### src/mrh_pkg.sv
`timescale 1ns / 1ps
// ----------------------------------------------------------------------------
// mrh_pkg
// Types, constants and step tables for the modified RIPEMD-128 hash block.
// ----------------------------------------------------------------------------
package mrh_pkg;

    localparam int QUEUE_DEPTH = 2;
    localparam int CNT_W       = 61;

    typedef struct packed {
        logic [7:0] data_byte;
        logic       has_byte;
        logic       last;
    } t_in_item;

    typedef struct packed {
        logic [31:0] digest_word;
        logic [1:0]  word_index;
        logic        last_word;
    } t_out_item;

    typedef enum logic [1:0] {
        S_IDLE,
        S_STEP,
        S_FOLD,
        S_EMIT
    } t_back_state;

    typedef enum logic [1:0] {
        SRC_DATA,
        SRC_PAD1,
        SRC_PAD2
    } t_word_src;

    localparam logic [31:0] IV0 = 32'h10257436;
    localparam logic [31:0] IV1 = 32'ha8bd9cfe;
    localparam logic [31:0] IV2 = 32'h9efcad8b;
    localparam logic [31:0] IV3 = 32'h12375460;
    localparam logic [7:0]  PAD_BYTE = 8'h80;
    localparam logic [5:0]  LEN_POS  = 6'd56;

    localparam logic [3:0] K_WIDX [0:127] = '{
        0,1,2,3,4,5,6,7,8,9,10,11,12,13,14,15,
        7,4,13,1,10,6,15,3,12,0,9,5,2,14,11,8,
        3,10,14,4,9,15,8,1,2,7,0,6,13,11,5,12,
        1,9,11,10,0,8,12,4,13,3,7,15,14,5,6,2,
        5,14,7,0,9,2,11,4,13,6,15,8,1,10,3,12,
        6,11,3,7,0,13,5,10,14,15,8,12,4,9,1,2,
        15,5,1,3,7,14,6,9,11,8,12,2,10,0,4,13,
        8,6,4,1,3,11,15,0,5,12,2,13,9,7,10,14
    };

    localparam logic [3:0] K_WROT [0:127] = '{
        11,14,15,12,5,8,7,9,11,13,14,15,6,7,9,8,
        7,6,8,13,11,9,7,15,7,12,15,9,11,7,13,12,
        11,13,6,7,14,9,13,15,14,8,13,6,5,12,7,5,
        11,12,14,15,14,15,9,8,9,14,5,6,8,6,5,12,
        8,9,9,11,13,15,15,5,7,7,8,11,14,14,12,6,
        9,13,15,7,12,8,9,11,7,7,12,7,6,15,13,11,
        9,7,15,11,8,6,6,14,12,13,5,14,13,13,7,5,
        15,5,8,11,14,14,6,14,6,9,12,9,12,5,15,8
    };

    function automatic logic [31:0] f_step_k(input logic [6:0] s);
        logic [31:0] k;
        unique case (s[6:4])
            3'd0:    k = 32'h00000002;
            3'd1:    k = 32'h325b99a1;
            3'd2:    k = 32'h1baed69c;
            3'd3:    k = 32'hbcdcb1f9;
            3'd4:    k = 32'h5a82798a;
            3'd5:    k = 32'h41d42d5d;
            3'd6:    k = 32'h30ed3f68;
            default: k = 32'h00000002;
        endcase
        case (s)
            7'd17, 7'd25, 7'd31, 7'd59:         k = 32'h00000002;
            7'd23, 7'd74, 7'd86:                k = 32'hbcdcb1f9;
            7'd43, 7'd50, 7'd70, 7'd94:         k = 32'h325b99a1;
            7'd45:                              k = 32'hbcdcb1fa;
            7'd53:                              k = 32'hbcdcb1fb;
            7'd57:                              k = 32'h1baed69c;
            7'd63, 7'd78:                       k = 32'hbcdcb1fc;
            7'd87:                              k = 32'hbcdcb1fd;
            7'd102, 7'd113:                     k = 32'hbcdcb1fe;
            7'd105:                             k = 32'h5a82798a;
            7'd110:                             k = 32'h41d42d5d;
            default:                            k = k;
        endcase
        return k;
    endfunction

    function automatic logic [31:0] f_bool(input logic [2:0] rd, input logic [31:0] x,
                                           input logic [31:0] y, input logic [31:0] z);
        logic [31:0] r;
        case (rd)
            3'd0, 3'd7: r = x ^ y ^ z;
            3'd1, 3'd6: r = (x & y) | (~x & z);
            3'd2, 3'd5: r = (x | ~y) ^ z;
            default:    r = (x & z) | (y & ~z);
        endcase
        return r;
    endfunction

endpackage

### src/mrh_front.sv
`timescale 1ns / 1ps
`default_nettype none
// ----------------------------------------------------------------------------
// mrh_front
// Input side: takes items into a short queue that the engine drains.
// ----------------------------------------------------------------------------
module mrh_front
    import mrh_pkg::*;
#(
    parameter int DEPTH = QUEUE_DEPTH
) (
    input  wire logic     i_clk,
    input  wire logic     i_rst_n,
    input  wire logic     i_in_valid,
    output logic          o_in_stall,
    input  wire t_in_item i_in_item,
    output logic          o_q_valid,
    output t_in_item      o_q_item,
    input  wire logic     i_q_pop
);

    localparam int PTR_W = (DEPTH > 1) ? $clog2(DEPTH) : 1;

    t_in_item           r_mem [DEPTH];
    logic [PTR_W-1:0]   r_wr, r_rd;
    logic [PTR_W:0]     r_cnt;
    logic               push;

    assign o_in_stall = (r_cnt == (PTR_W+1)'(DEPTH));
    assign push       = i_in_valid && !o_in_stall;
    assign o_q_valid  = (r_cnt != '0);
    assign o_q_item   = r_mem[r_rd];

    always_ff @(posedge i_clk) begin
        if (push) begin
            r_mem[r_wr] <= i_in_item;
        end
        if (!i_rst_n) begin
            r_wr  <= '0;
            r_rd  <= '0;
            r_cnt <= '0;
        end else begin
            if (push) begin
                r_wr <= (r_wr == PTR_W'(DEPTH - 1)) ? '0 : r_wr + 1'b1;
            end
            if (i_q_pop) begin
                r_rd <= (r_rd == PTR_W'(DEPTH - 1)) ? '0 : r_rd + 1'b1;
            end
            r_cnt <= r_cnt + (PTR_W+1)'(push) - (PTR_W+1)'(i_q_pop);
        end
    end

endmodule
`default_nettype wire

### src/mrh_back.sv
`timescale 1ns / 1ps
`default_nettype none
// ----------------------------------------------------------------------------
// mrh_back
// Engine: block gather, padding, one compression step a cycle, digest output.
// ----------------------------------------------------------------------------
module mrh_back
    import mrh_pkg::*;
(
    input  wire logic     i_clk,
    input  wire logic     i_rst_n,
    input  wire logic     i_q_valid,
    input  wire t_in_item i_q_item,
    output logic          o_q_pop,
    output logic          o_out_valid,
    input  wire logic     i_out_stall,
    output t_out_item     o_out_item
);

    t_back_state        r_state, n_state;
    t_word_src          r_src, n_src;
    logic [31:0]        r_w [16];
    logic [31:0]        r_v [8];
    logic [31:0]        n_v [8];
    logic [31:0]        r_cv [4];
    logic [31:0]        n_cv [4];
    logic [CNT_W-1:0]   r_count, n_count;
    logic [6:0]         r_step, n_step;
    logic               r_last_pend, n_last_pend;
    logic [1:0]         r_idx, n_idx;
    logic               r_out_valid, n_out_valid;
    t_out_item          r_out, n_out;
    logic               wr_byte;
    logic [5:0]         pos;
    logic [3:0]         wi;
    logic [31:0]        word, raw, step_sum;
    logic [63:0]        rot_tmp;
    logic [2:0]         ia, ib, ic, id;
    logic [1:0]         la;
    logic               with_len;

    assign pos      = r_count[5:0];
    assign wi       = K_WIDX[r_step];
    assign raw      = r_w[wi];
    assign with_len = (r_src == SRC_PAD2) || (r_src == SRC_PAD1 && pos < LEN_POS);

    always_comb begin
        word = raw;
        if (r_src != SRC_DATA) begin
            for (int j = 0; j < 4; j++) begin
                if (r_src == SRC_PAD2 || {wi, 2'(j)} > pos) begin
                    word[8*j +: 8] = '0;
                end else if ({wi, 2'(j)} == pos) begin
                    word[8*j +: 8] = PAD_BYTE;
                end
            end
            if (with_len && wi == 4'd14) begin
                word = {r_count[28:0], 3'b000};
            end else if (with_len && wi == 4'd15) begin
                word = r_count[60:29];
            end
        end
    end

    assign la = 2'(2'd0 - r_step[1:0]);
    assign ia = {r_step[6], la};
    assign ib = {r_step[6], 2'(la + 2'd1)};
    assign ic = {r_step[6], 2'(la + 2'd2)};
    assign id = {r_step[6], 2'(la + 2'd3)};
    assign step_sum = r_v[ia] + f_bool(r_step[6:4], r_v[ib], r_v[ic], r_v[id])
                      + word + f_step_k(r_step);
    assign rot_tmp  = {step_sum, step_sum} << K_WROT[r_step];

    always_comb begin
        n_state     = r_state;
        n_src       = r_src;
        n_v         = r_v;
        n_cv        = r_cv;
        n_count     = r_count;
        n_step      = r_step;
        n_last_pend = r_last_pend;
        n_idx       = r_idx;
        n_out       = r_out;
        n_out_valid = r_out_valid && i_out_stall;
        o_q_pop     = 1'b0;
        wr_byte     = 1'b0;
        unique case (r_state)
            S_IDLE: begin
                if (i_q_valid) begin
                    o_q_pop     = 1'b1;
                    n_last_pend = i_q_item.last;
                    n_step      = '0;
                    for (int i = 0; i < 8; i++) n_v[i] = r_cv[i % 4];
                    if (i_q_item.has_byte) begin
                        wr_byte = 1'b1;
                        n_count = r_count + 1'b1;
                        if (pos == 6'd63) begin
                            n_src   = SRC_DATA;
                            n_state = S_STEP;
                        end else if (i_q_item.last) begin
                            n_src   = SRC_PAD1;
                            n_state = S_STEP;
                        end
                    end else if (i_q_item.last) begin
                        n_src   = SRC_PAD1;
                        n_state = S_STEP;
                    end
                end
            end
            S_STEP: begin
                n_v[ia] = rot_tmp[63:32];
                n_step  = r_step + 1'b1;
                if (r_step == 7'd127) begin
                    n_state = S_FOLD;
                end
            end
            S_FOLD: begin
                n_cv[0] = r_v[7] + r_v[2] + r_cv[1];
                n_cv[1] = r_cv[2] + r_v[3] + r_v[4];
                n_cv[2] = r_cv[3] + r_v[0] + r_v[5] + 32'd1;
                n_cv[3] = r_cv[0] + r_v[1] + r_v[6];
                n_step  = '0;
                for (int i = 0; i < 8; i++) n_v[i] = n_cv[i % 4];
                n_idx   = '0;
                unique case (r_src)
                    SRC_DATA: begin
                        n_src   = SRC_PAD1;
                        n_state = r_last_pend ? S_STEP : S_IDLE;
                    end
                    SRC_PAD1: begin
                        n_src   = SRC_PAD2;
                        n_state = (pos >= LEN_POS) ? S_STEP : S_EMIT;
                    end
                    default: begin
                        n_state = S_EMIT;
                    end
                endcase
            end
            S_EMIT: begin
                if (!r_out_valid || !i_out_stall) begin
                    n_out_valid       = 1'b1;
                    n_out.digest_word = r_cv[r_idx];
                    n_out.word_index  = r_idx;
                    n_out.last_word   = (r_idx == 2'd3);
                    n_idx             = r_idx + 1'b1;
                    if (r_idx == 2'd3) begin
                        n_cv    = '{IV0, IV1, IV2, IV3};
                        n_count = '0;
                        n_state = S_IDLE;
                    end
                end
            end
            default: begin
                n_state = S_IDLE;
            end
        endcase
    end

    always_ff @(posedge i_clk) begin
        if (wr_byte) begin
            r_w[pos[5:2]][8*pos[1:0] +: 8] <= i_q_item.data_byte;
        end
        r_v         <= n_v;
        r_out       <= n_out;
        r_step      <= n_step;
        r_src       <= n_src;
        r_last_pend <= n_last_pend;
        r_idx       <= n_idx;
        if (!i_rst_n) begin
            r_state     <= S_IDLE;
            r_cv        <= '{IV0, IV1, IV2, IV3};
            r_count     <= '0;
            r_out_valid <= 1'b0;
        end else begin
            r_state     <= n_state;
            r_cv        <= n_cv;
            r_count     <= n_count;
            r_out_valid <= n_out_valid;
        end
    end

    assign o_out_valid = r_out_valid;
    assign o_out_item  = r_out;

endmodule
`default_nettype wire

### src/modified_ripemd128_hash.sv
`timescale 1ns / 1ps
`default_nettype none
// ----------------------------------------------------------------------------
// modified_ripemd128_hash
// Byte-serial RIPEMD-128 variant: gather, pad, compress, emit four words.
// ----------------------------------------------------------------------------
// channel | ports                              | direction
// in      | i_in_valid, o_in_stall, i_in_item  | byte, has_byte, last
// out     | o_out_valid, i_out_stall, o_out_item | digest word, index, last
//
// A byte item that does not close a block is written into the block buffer and the engine stays idle.
// Each block runs one compression step a cycle: 128 steps plus a fold;
// a last item adds one or two padded blocks and four words.
// The input queue takes up to DEPTH items while the engine is busy, then stalls.
// Reset is synchronous, active low, and restores the initial chaining words.
// ----------------------------------------------------------------------------
module modified_ripemd128_hash
    import mrh_pkg::*;
#(
    parameter int DEPTH = QUEUE_DEPTH
) (
    input  wire logic     i_clk,
    input  wire logic     i_rst_n,
    input  wire logic     i_in_valid,
    output logic          o_in_stall,
    input  wire t_in_item i_in_item,
    output logic          o_out_valid,
    input  wire logic     i_out_stall,
    output t_out_item     o_out_item
);

    logic     q_valid, q_pop;
    t_in_item q_item;

    mrh_front #(.DEPTH(DEPTH)) u_front (
        .i_clk      (i_clk),
        .i_rst_n    (i_rst_n),
        .i_in_valid (i_in_valid),
        .o_in_stall (o_in_stall),
        .i_in_item  (i_in_item),
        .o_q_valid  (q_valid),
        .o_q_item   (q_item),
        .i_q_pop    (q_pop)
    );

    mrh_back u_back (
        .i_clk       (i_clk),
        .i_rst_n     (i_rst_n),
        .i_q_valid   (q_valid),
        .i_q_item    (q_item),
        .o_q_pop     (q_pop),
        .o_out_valid (o_out_valid),
        .i_out_stall (i_out_stall),
        .o_out_item  (o_out_item)
    );

endmodule
`default_nettype wire

### config.mk
export PLATFORM = sky130hd
export DESIGN_NAME = modified_ripemd128_hash
export DESIGN_NICKNAME = d
export VERILOG_FILES = /design/src/mrh_pkg.sv /design/src/mrh_front.sv /design/src/mrh_back.sv /design/src/modified_ripemd128_hash.sv
export SDC_FILE = /design/constraint.sdc
export NUM_CORES = 2
export LEC_CHECK = 0
export BUFFER_PORTS_ARGS = -buffer_cell sky130_fd_sc_hd__buf_2
export CORE_ASPECT_RATIO = 0.8
export CORE_MARGIN = 4
export CORE_UTILIZATION = 63
export CTS_CLUSTER_DIAMETER = 100
export DETAILED_ROUTE_END_ITERATION = 16
export GPL_ROUTABILITY_DRIVEN = 0
export PLACE_DENSITY_LB_ADDON = 0.15
export SYNTH_ARGS = -nofsm -noshare
export SYNTH_HDL_FRONTEND = slang
export SYNTH_SLANG_ARGS = --single-unit
### constraint.sdc
create_clock -name i_clk -period 20.8 [get_ports i_clk]
set_input_delay 5.2 -clock i_clk [delete_from_list [all_inputs] [get_ports i_clk]]
set_output_delay 5.2 -clock i_clk [all_outputs]
set_load 0.02 [all_outputs]
==> impl_metrics.json <==
{
  "hold_viol": 0,
  "r2r_cells": 32,
  "status": "finished with violations",
  "numCtsBuffers": 104,
  "grt_pass1_wl_mm": 356,
  "crit_path_top_delay_cell": "o21ai_0",
  "start_util_pct": 63.6,
  "critPathRequiredTime_ns": 21.23,
  "violations": "max-capacitance violations, max-slew violations",
  "fin_crit_sh_pct": 56.3,
  "holdPathStages": 2,
  "path_max_fanout": 33,
  "drv_cap": 1,
  "syn_avg_cell_area_um2": 10.3,
  "cts_hold_buffers": 0,
  "r2r_slack_ns": 9.10,
  "cts.clk_slew.worst_paths_ns": 0.06,
  "hold_end": "u_back.r_count[43]",
  "async_flop_share_pct": 0,
  "timing.fmax_mhz": 85.5,
  "viasPerCell": 7.26,
  "rows": 109,
  "critPathKind": "register to register",
  "ant_nets": 0,
  "synth-warning-count": 0,
  "setup_violations": 0,
  "setup_tns_ns": 0,
  "coreArea_um2": 111000,
  "grt_pass1_vias": 55700,
  "insertion_delay_ns": 0.77,
  "drc": 0,
  "startpoint_type": "register",
  "h-tree-depth": 3,
  "finalWirelength_mm": 239,
  "crit_path_end_kind": "register",
  "slew_headroom_pct": -6.56,
  "drt_iter0_markers": 10200,
  "die_x_um": 382,
  "grt_antenna_before_repair": 3,
  "grt_max_degree": 168,
  "post_cts_resized": 0,
  "dieArea_um2": 117000,
  "stdcell_area_um2": 75300,
  "die_y_um": 307,
  "ys.flop_type": "edfxtp_1",
  "ys_seq_area_share_pct": 41.2,
  "fin_nets": 7064,
  "period_needed_ns": 11.70,
  "tightest_slew_ns": 1.59,
  "syn_nets": 7281,
  "slew_viol_final": 5,
  "netlist_area_um2": 70400,
  "min_path_type": "register to register",
  "syn_to_final_growth_pct": 7.00,
  "grt_util_all_layers_pct": 39.9,
  "clock_sinks": 1032,
  "firstDrtPassIters": 6,
  "io_pins": 51,
  "cts_buffer_depth": 3,
  "portBuffers": 50,
  "arrival_ns": 12.13,
  "setup_slack_ns": 9.10,
  "place_area_um2": 71700,
  "wl_per_cell_um": 29.0,
  "rr_endpoint": "u_back.r_v[172]",
  "skew_ns": 0.0529,
  "cts_setup_buffers": 0,
  "synth_edf_count": 835,
  "synth_cells": 6864,
  "place_ws_ns": 9.82,
  "fillCellCount": 8445,
  "gr-total-overflow": 0,
  "rsz0062_at_grt": "false",
  "reg2reg_from": "u_back.r_step[0]",
  "synthDistinctLibCells": 102,
  "drive_gt1_share_pct": 10.7,
  "critical-path-max-stage-delay_ns": 1.07,
  "cts_root_buf": "clkbuf_16",
  "hpwl_mm": 159,
  "ys_seq_elements": 1032,
  "vias": 59800,
  "hold_start": "u_back.r_count[43]",
  "tritoncts": "yes"
}
==> cell type report <==
type                       count  area, um2  area share (%)
clock buffer                 130       2780            3.69
antenna                        2       5.00         0.00665
sequential                  1032      29000            38.5
clock inverter                66        791            1.05
multi-input combinational   5199      39200            52.0
timing repair buffer         146       1030            1.37
inverter                     164        631           0.837
tap                         1498       1870            2.49
==> how the worst max path moves through the flow <==
stage | slack, ns | startpoint | to
6_report | 9.10 | u_back.r_step[0] | u_back.r_v[172]
5_1_grt | 9.00 | u_back.r_step[0] | u_back.r_v[12]
4_1_cts | 9.83 | u_back.r_step[0] | u_back.r_v[12]
3_5_place_dp | 9.82 | u_back.r_step[0] | u_back.r_v[172]
3_3_place_gp | 10.09 | u_back.r_step[0] | u_back.r_v[140]
2_1_floorplan | 6.60 | u_back.r_state[0] | u_back.r_step[0]
==> cells in the final DEF (no fill, tap or decap), types with 85 or more instances in the layout <==
cell type and n:
mux2_2 107, fa_1 189, edfxtp_1 835, mux2i_1 322, nor2_1 463, mux4_2 215
dfxtp_1 197, a311oi_1 92, nand3_1 250, buf_4 91, o21ai_0 435, o22ai_1 85
a21oi_1 349, xor2_1 96, ha_1 209, nand2_1 1011, a31oi_1 105, xnor2_1 134
inv_1 154, and3_1 132, clkbuf_16 105, o21a_1 102
==> synth_stat cells, types with 97 or more instances <==
cell	n	area [um2]
a21oi_1	352	1760
a31oi_1	105	657
and3_1	132	826
clkbuf_1	355	1330
dfxtp_1	197	3940
edfxtp_1	835	25100
fa_1	189	3780
ha_1	214	2680
inv_1	156	586
mux2_2	107	1200
mux2i_1	322	3220
mux4_2	215	4840
nand2_1	1014	3810
nand3_1	253	1270
nor2_1	468	1760
o21a_1	102	766
o21ai_0	436	2180
xnor2_1	134	1170
xor2_1	97	850
==> kinds of logic (layout without fill, tap and decap cells) <==
logic type	count (synthesis)	in the layout	synth area share, %
multiplexers	646	646	13.2
adder cells (fa/ha/maj)	403	403	9.18
flip-flops	1032	1032	41.2
XOR/XNOR	232	232	2.91
AO/OA/AOI/OAI	1737	1737	16.2
other	0	2	0
AND/OR/NAND/NOR	2181	2181	13.7
buffers and inverters	633	506	3.50
==> metrics by stage <==
| stage | std cells | hold slack, ns | util [%] |
|---|---|---|---|
| 3_3_place_gp | 8039 | 0.483 | 64.8 |
| 3_5_place_dp | 8039 | 0.494 | 64.8 |
| 4_1_cts | 8235 | 0.503 | 68.0 |
| 6_report | 8237 | 0.501 | 68.0 |
| 2_1_floorplan | 6864 | 0.455 | - |
| 5_1_grt | 8235 | 0.541 | 68.0 |
==> per-layer routing <==
| layer | GRT usage, % | vias to the layer above | part of all wire, % |
|---|---|---|---|
| met5 | 0 | - | 0.045 |
| met3 | 15.5 | 812 | 17 |
| li1 | - | 25400 | - |
| met1 | 57.6 | 28600 | 38 |
| met2 | 53.7 | 5097 | 40 |
| met4 | 16.9 | 6 | 5.2 |
==> registers in the layout, summed over array words and instances, names as in the netlist, 7 cells and up, named ones only <==
name and flops:
u_back.r_step 7, u_back.r_v 256, u_back.o_out_item 35, u_back.r_cv 128, u_back.r_w 512, u_back.r_count 61, u_front.r_mem 20
==> worst max-delay path: cells and delay by family (launching register included) <==
family | cells | cell delay (ns)
AO/OA/AOI/OAI | 15 | 5.44
adder cells (fa/ha/maj) | 4 | 1.72
AND/OR/NAND/NOR | 7 | 1.54
buffers and inverters | 4 | 1.04
multiplexers | 1 | 1.00
flip-flops | 1 | 0.38
XOR/XNOR | 1 | 0.18
Power is not shown: default switching activity piles up to over one toggle a cycle in this logic, so the estimate is an artifact.
